<file path="src/sv/tsle_pkg.sv">
// shared constants, action codes and the controller/datapath command and status types
// for the text screen line and character editor; no dependencies
`default_nettype none

package tsle_pkg;

   localparam int ROWS  = 32;
   localparam int COLS  = 132;
   localparam int CELLS = ROWS * COLS;
   localparam int RW    = $clog2(ROWS);
   localparam int AW    = $clog2(CELLS);
   // column arithmetic: holds COLS itself and any 8-bit column field
   localparam int CW    = ($clog2(COLS + 1) > 8) ? $clog2(COLS + 1) : 8;
   // line arithmetic: holds ROWS itself and any 5-bit line field
   localparam int LW    = ((RW > 5) ? RW : 5) + 1;

   localparam logic [AW-1:0] COLS_A  = AW'(COLS);
   localparam logic [CW-1:0] COLS_C  = CW'(COLS);
   localparam logic [LW-1:0] ROWS_L  = LW'(ROWS);
   localparam logic [7:0]    BLANK_CHAR = 8'h20;
   localparam logic [7:0]    BLANK_ATTR = 8'h00;

   typedef logic [2:0] action_type;
   localparam action_type ACT_WRITE_CELL   = 3'd0;
   localparam action_type ACT_READ_CELL    = 3'd1;
   localparam action_type ACT_INSERT_CHARS = 3'd2;
   localparam action_type ACT_DELETE_CHARS = 3'd3;
   localparam action_type ACT_INSERT_LINES = 3'd4;
   localparam action_type ACT_DELETE_LINES = 3'd5;

   localparam logic REG_VT200_MODE = 1'b0;
   localparam logic REG_COLUMNS    = 1'b1;

   typedef struct packed {
      logic latch;
      logic decode;
      logic cell_op;
      logic rd_capture;
      logic shift;
      logic fill;
      logic map_copy;
      logic map_step;
      logic blank_row;
      logic blank_col;
      logic finish;
   } cmd_type;

   typedef struct packed {
      logic cell_ok;
      logic char_ok;
      logic line_ok;
      logic is_read;
      logic line_full;
      logic shift_done;
      logic fill_last;
      logic map_last;
      logic col_last;
      logic row_last;
   } sts_type;

endpackage

`default_nettype wire

</file>
<file path="src/sv/tsle_ctrl.sv">
// controller state machine of the editor: sequences cell access, shifts, fills,
// row map rotation and row blanking; depends on tsle_pkg
`default_nettype none

module tsle_ctrl
   import tsle_pkg::*;
(
   input  wire logic    clock,
   input  wire logic    reset,
   input  wire logic    start,
   input  wire sts_type sts,
   output      logic    busy,
   output      cmd_type cmd
);

   typedef enum logic [10:0] {
      S_IDLE    = 11'b000_0000_0001,
      S_DECODE  = 11'b000_0000_0010,
      S_CELL    = 11'b000_0000_0100,
      S_RDWAIT  = 11'b000_0000_1000,
      S_SHIFT   = 11'b000_0001_0000,
      S_FILL    = 11'b000_0010_0000,
      S_MAPCOPY = 11'b000_0100_0000,
      S_MAPWR   = 11'b000_1000_0000,
      S_BLROW   = 11'b001_0000_0000,
      S_BLCOL   = 11'b010_0000_0000,
      S_DONE    = 11'b100_0000_0000
   } state_type;

   state_type state_ff, state_in;

   always_comb begin
      state_in = state_ff;
      cmd      = '0;
      unique case (state_ff)
         S_IDLE: begin
            cmd.latch = start;
            if (start) state_in = S_DECODE;
         end
         S_DECODE: begin
            cmd.decode = 1'b1;
            if (sts.cell_ok)      state_in = S_CELL;
            else if (sts.char_ok) state_in = S_SHIFT;
            else if (sts.line_ok) state_in = sts.line_full ? S_BLROW : S_MAPCOPY;
            else                  state_in = S_DONE;
         end
         S_CELL: begin
            cmd.cell_op = 1'b1;
            state_in    = sts.is_read ? S_RDWAIT : S_DONE;
         end
         S_RDWAIT: begin
            cmd.rd_capture = 1'b1;
            state_in       = S_DONE;
         end
         S_SHIFT: begin
            cmd.shift = 1'b1;
            if (sts.shift_done) state_in = S_FILL;
         end
         S_FILL: begin
            cmd.fill = 1'b1;
            if (sts.fill_last) state_in = S_DONE;
         end
         S_MAPCOPY: begin
            cmd.map_copy = 1'b1;
            state_in     = S_MAPWR;
         end
         S_MAPWR: begin
            cmd.map_step = 1'b1;
            if (sts.map_last) state_in = S_BLROW;
         end
         S_BLROW: begin
            cmd.blank_row = 1'b1;
            state_in      = S_BLCOL;
         end
         S_BLCOL: begin
            cmd.blank_col = 1'b1;
            if (sts.col_last) state_in = sts.row_last ? S_DONE : S_BLROW;
         end
         S_DONE: begin
            cmd.finish = 1'b1;
            state_in   = S_IDLE;
         end
         default: begin
            state_in = S_IDLE;
         end
      endcase
   end

   always_ff @(posedge clock) begin
      if (reset) begin
         state_ff <= S_IDLE;
      end else begin
         state_ff <= state_in;
      end
   end

   assign busy = (state_ff != S_IDLE);

endmodule

`default_nettype wire

</file>
<file path="config.mk">
export PLATFORM = sky130hd
export DESIGN_NAME = tsle_ctrl
export DESIGN_NICKNAME = d
export VERILOG_FILES = /design/src/sv/tsle_pkg.sv /design/src/sv/tsle_ctrl.sv
export SDC_FILE = /design/constraint.sdc
export NUM_CORES = 1
export LEC_CHECK = 0
export ABC_AREA = 1
export BUFFER_PORTS_ARGS = -buffer_cell sky130_fd_sc_hd__buf_2
export CAP_MARGIN = 10
export CORE_UTILIZATION = 45
export DETAILED_ROUTE_END_ITERATION = 10
export PLACE_DENSITY_LB_ADDON = 0.05
export SLEW_MARGIN = 20
export SYNTH_ARGS = -nofsm -noshare
export SYNTH_HDL_FRONTEND = slang
export SYNTH_SLANG_ARGS = --single-unit
</file>
<file path="constraint.sdc">
create_clock -name clock -period 1.3 [get_ports clock]
set_clock_uncertainty 0.15 [all_clocks]
set_input_delay 0.065 -clock clock [delete_from_list [all_inputs] [get_ports clock]]
set_output_delay 0.065 -clock clock [all_outputs]
set_load 0.1 [all_outputs]
</file>
==> flow_metrics.tcl, run 1 <==
set metrics [dict create \
    stop_error "[ERROR DPL-0038] Utilization greater than 100%, impossible to legalize" \
    hpwl_um 2190 \
    io_pins 25 \
    stop_stage "clock tree synthesis (4_1_cts)" \
    postCtsHoldBufs 7 \
    cts_buffers 3 \
    synth_area_leaders "dfxtp_1 27%, nand2_1 16%, inv_1 16%" \
    initial_core_util_pct 47.7 \
    synth-seq-cells 11 \
    cts_htree_levels 1 \
    yosys_warnings 0 \
    io_buffers 24 \
    gp_congestion 0.860 \
    die_h_um 44.8 \
    cts_setup_buffers 13 \
    yosysTopAreaCell "dfxtp_1" \
    synth_top_area_share_pct 26.7 \
    cts_max_path_buffers 2 \
    num_rows 15 \
    cts_resized 58 \
    seq_area_frac_synth_pct 26.7 \
    clock-sinks 11 \
    syn-num-nets 154 \
    netlist_area_um2 823 \
    syn_inst 141 \
    synthDistinctLibCells 17 \
    die_w_um 44.8 \
    postPlaceCellArea_um2 1440 \
    syn_area_per_cell_um2 5.84 \
    cts_root_buf "clkbuf_4" \
    status "did not finish" \
]
## cells by family after synthesis
group	after synthesis	synth area share (%)
flops	11	26.7
simple gates	91	55.0
buf+inv	36	16.4
compound gates	3	1.82
## Yosys cell counts
master,n
nor3_1,3
buf_1,1
nor2_2,7
and2_4,1
nand2_1,35
nand3b_1,2
nand3_1,7
inv_1,34
nand3_2,5
a21oi_1,3
nand4_1,1
inv_2,1
nand2_2,4
dfxtp_1,11
nor2_1,22
nor4_1,1
nor2_4,3
## through the flow
stage               setup WS (ns)  cells
floorplan                  -0.516    141
global placement           -0.301    216
detailed placement         -0.375    216
==> run 2: changes to the inputs <==
CORE_AREA = 2 2 63 65   (was unset)
CORE_UTILIZATION = unset   (was 45)
DIE_AREA = 0 0 65 67   (was unset)
PLACE_DENSITY_LB_ADDON = 0.15   (was 0.05)
clock period = 1.7 ns   (was 1.3 ns; I/O delays follow)
==> run 2 against run 1 <==
The run now ends clean. Synthesized area unchanged. Synthesized cell count unchanged.
==> flow_metrics.tcl, run 2 <==
set metrics [dict create \
    initial_core_util_pct 22.8 \
    cts_htree_levels 1 \
    layout_min_cycle_time_ns 1.67 \
    antenna_found_initial 0 \
    drt_wl_total_um 2230 \
    grt_max_degree 10 \
    timing.critical_path.mode_cell "nor2_4" \
    clock-sinks 11 \
    cp_top_family "simple AND/OR/NAND/NOR gates" \
    cp_slowest_cell "dfxtp_2" \
    max_stage_delay_ns 0.34 \
    grt_usage_pct 10.4 \
    postPlaceCellArea_um2 1230 \
    overflow 0 \
    synth_edf_count 0 \
    synth-seq-cells 11 \
    p_seq_share_pct 20.2 \
    path_clk_slew_ns 0.05 \
    crit_required_ns 1.46 \
    synth_flop_cell "dfxtp_1" \
    cts_root_buf "clkbuf_8" \
    cap_viol_max_count 0 \
    worst_pin_slew_ns 0.286 \
    fin_util_pct 41.6 \
    synth_area_leaders "dfxtp_1 27%, nand2_1 16%, inv_1 16%" \
    vias 925 \
    netlist_area_um2 823 \
    peakVddDrop_uv 546 \
    io_pins 25 \
    pwr-share-clk_pct 15.7 \
    num_rows 22 \
    reg2reg_depth 9 \
    fmax_ghz 0.600 \
    fin_setup_tns_ns 0 \
    r2r_end "state_ff[6]" \
    power_leakage_nw 0.720 \
    antenna_cells 0 \
    swShare_pct 49.9 \
    hold_ws_ns 0.00731 \
    ant_nets 0 \
    setup_viol 0 \
    nets 197 \
    reg2reg_slack_ns 0.08 \
    clk_latency_ns 0.23 \
    max-slew-margin-rel_pct 80.8 \
    drt_drc_violations_left 0 \
    cp.buffers_inverters 2 \
    cp-start-kind "flop" \
    seq_area_frac_synth_pct 26.7 \
    min_path_cells 3 \
    cts_buffers 3 \
    cts_tree "built" \
    yosys_warnings 0 \
    criticalPathCategory "flop to primary output" \
    final_common_cell "nand2_1" \
    async_reset_ff_share_pct 0 \
    reg.largest.list "state_ff (11)" \
    holdPathEnd "state_ff[2]" \
    wl_per_cell_um 9.65 \
    p_switching_mw 0.830 \
    synth_top_area_share_pct 26.7 \
    dp_cells 212 \
    die_h_um 67 \
    rsz0062_at_grt "true" \
    registers.top_by_ff_count "state_ff" \
    dieArea_um2 4360 \
    min_period_over_period_pct 98.0 \
    grt_pass1_wl_um 3490 \
    cp-end-kind "primary output" \
    status "finished clean" \
    min_path_type "input port to flop" \
    io_buffers 24 \
    synth_common_cells "35 x nand2_1, 34 x inv_1, 22 x nor2_1" \
    hp-start "sts[9]" \
    drive_gt1_share_pct 46.4 \
    drt-initial-drc-count 19 \
    area_growth_pct 82.2 \
    reg2reg_from "state_ff[7]" \
    final_area_um2 1500 \
    powerDensity_nw_per_um2 1110 \
    drv_slew 0 \
    syn-num-nets 154 \
    coreArea_um2 3610 \
    drt_first_pass_iters 3 \
    yosysMostFrequentCell "nand2_1" \
    syn_area_per_cell_um2 5.84 \
    syn_inst 141 \
    largest_reg_flops 11 \
    finalHoldViolations 0 \
    crit_fanout 6 \
    final_cells 231 \
    p_int_mw 0.832 \
    synthDistinctLibCells 17 \
    pwr-share-comb_pct 64.0 \
    cts_max_path_buffers 2 \
    yosysTopAreaCell "dfxtp_1" \
    grt_pass1_vias 847 \
    die_w_um 65 \
    final_cell_mix "29 x nand2_1, 27 x inv_1, 17 x nor2_1" \
    gp_congestion 0.812 \
    hpwl_um 1840 \
    cp.arrival_ns 1.43 \
    viasPerCell 4.00 \
    worstPathCellList "nor2_4 -> nand2_4 -> nor2_4 -> buf_12 -> nand2_8 -> nor2_4 -> buf_12" \
]
-- run 2: how the worst max path moves through the flow --
stage,from,to,slack (ns),cells after the start
after floorplan,state_ff[7],cmd[0],-0.13,3
after CTS,state_ff[7],cmd[0],-0.004,5
after detailed placement,state_ff[7],state_ff[0],0.002,10
final,state_ff[7],cmd[10],0.03,7
after global placement,state_ff[7],state_ff[0],0.03,10
after global routing,state_ff[1],state_ff[5],-0.03,10
-- run 2: worst min-delay path, cell delays in order --
cell	delay (ns)
buf_2	0.09
inv_1	0.10
nor3_1	0.07
-- run 2: power groups by stage --
| stage | logic, mW | registers (mW) | clock network, mW |
|---|---|---|---|
| floorplan | 0.709 | 0.317 | 0 |
| global placement | 0.898 | 0.323 | 0 |
| detailed placement | 0.903 | 0.323 | 0 |
| CTS | 0.975 | 0.326 | 0.268 |
| global route | 1.13 | 0.341 | 0.275 |
| finish | 1.06 | 0.336 | 0.262 |
-- run 2: kinds of logic after synthesis --
family,after synthesis,share of synthesized area (%)
AND/OR/NAND/NOR,91,55.0
flip-flops,11,26.7
AO/OA/AOI/OAI,3,1.82
buffers and inverters,36,16.4
-- run 2: metal layers --
layer,share of wire [%],global-route usage (%),wire length (um),vias to the layer above
met3,2.6,0.845,58,4
met2,50,18.4,1110,18
li1,-,-,-,503
met5,0,0,0,-
met1,46,12.4,1020,400
met4,1.7,5.59,38,0
-- run 2: what timing repair did --
item,CTS,global route
pin swaps,8,12
gates resized for setup,8,21
endpoints found under the hold margin,6,0
hold buffers,8,0
setup buffers,5,2
setup endpoints to repair,10,18
-- run 2: final cells by class --
class | instances | area (um2)
repair buffers | 39 | 440
multi-input cells | 94 | 579
clock buffers | 4 | 45.0
well taps | 48 | 60.1
flip-flops and latches | 11 | 233
fillers | 379 | 2110
inverters | 35 | 143
-- run 2: per-stage QoR --
stage	total power [mW]	setup slack, ns
floorplan	1.03	-0.132
global placement	1.22	0.0260
detailed placement	1.23	0.00249
CTS	1.57	-0.00436
global route	1.75	-0.0297
finish	1.66	0.0332
Note: power is estimated with default switching activity, not from simulation.
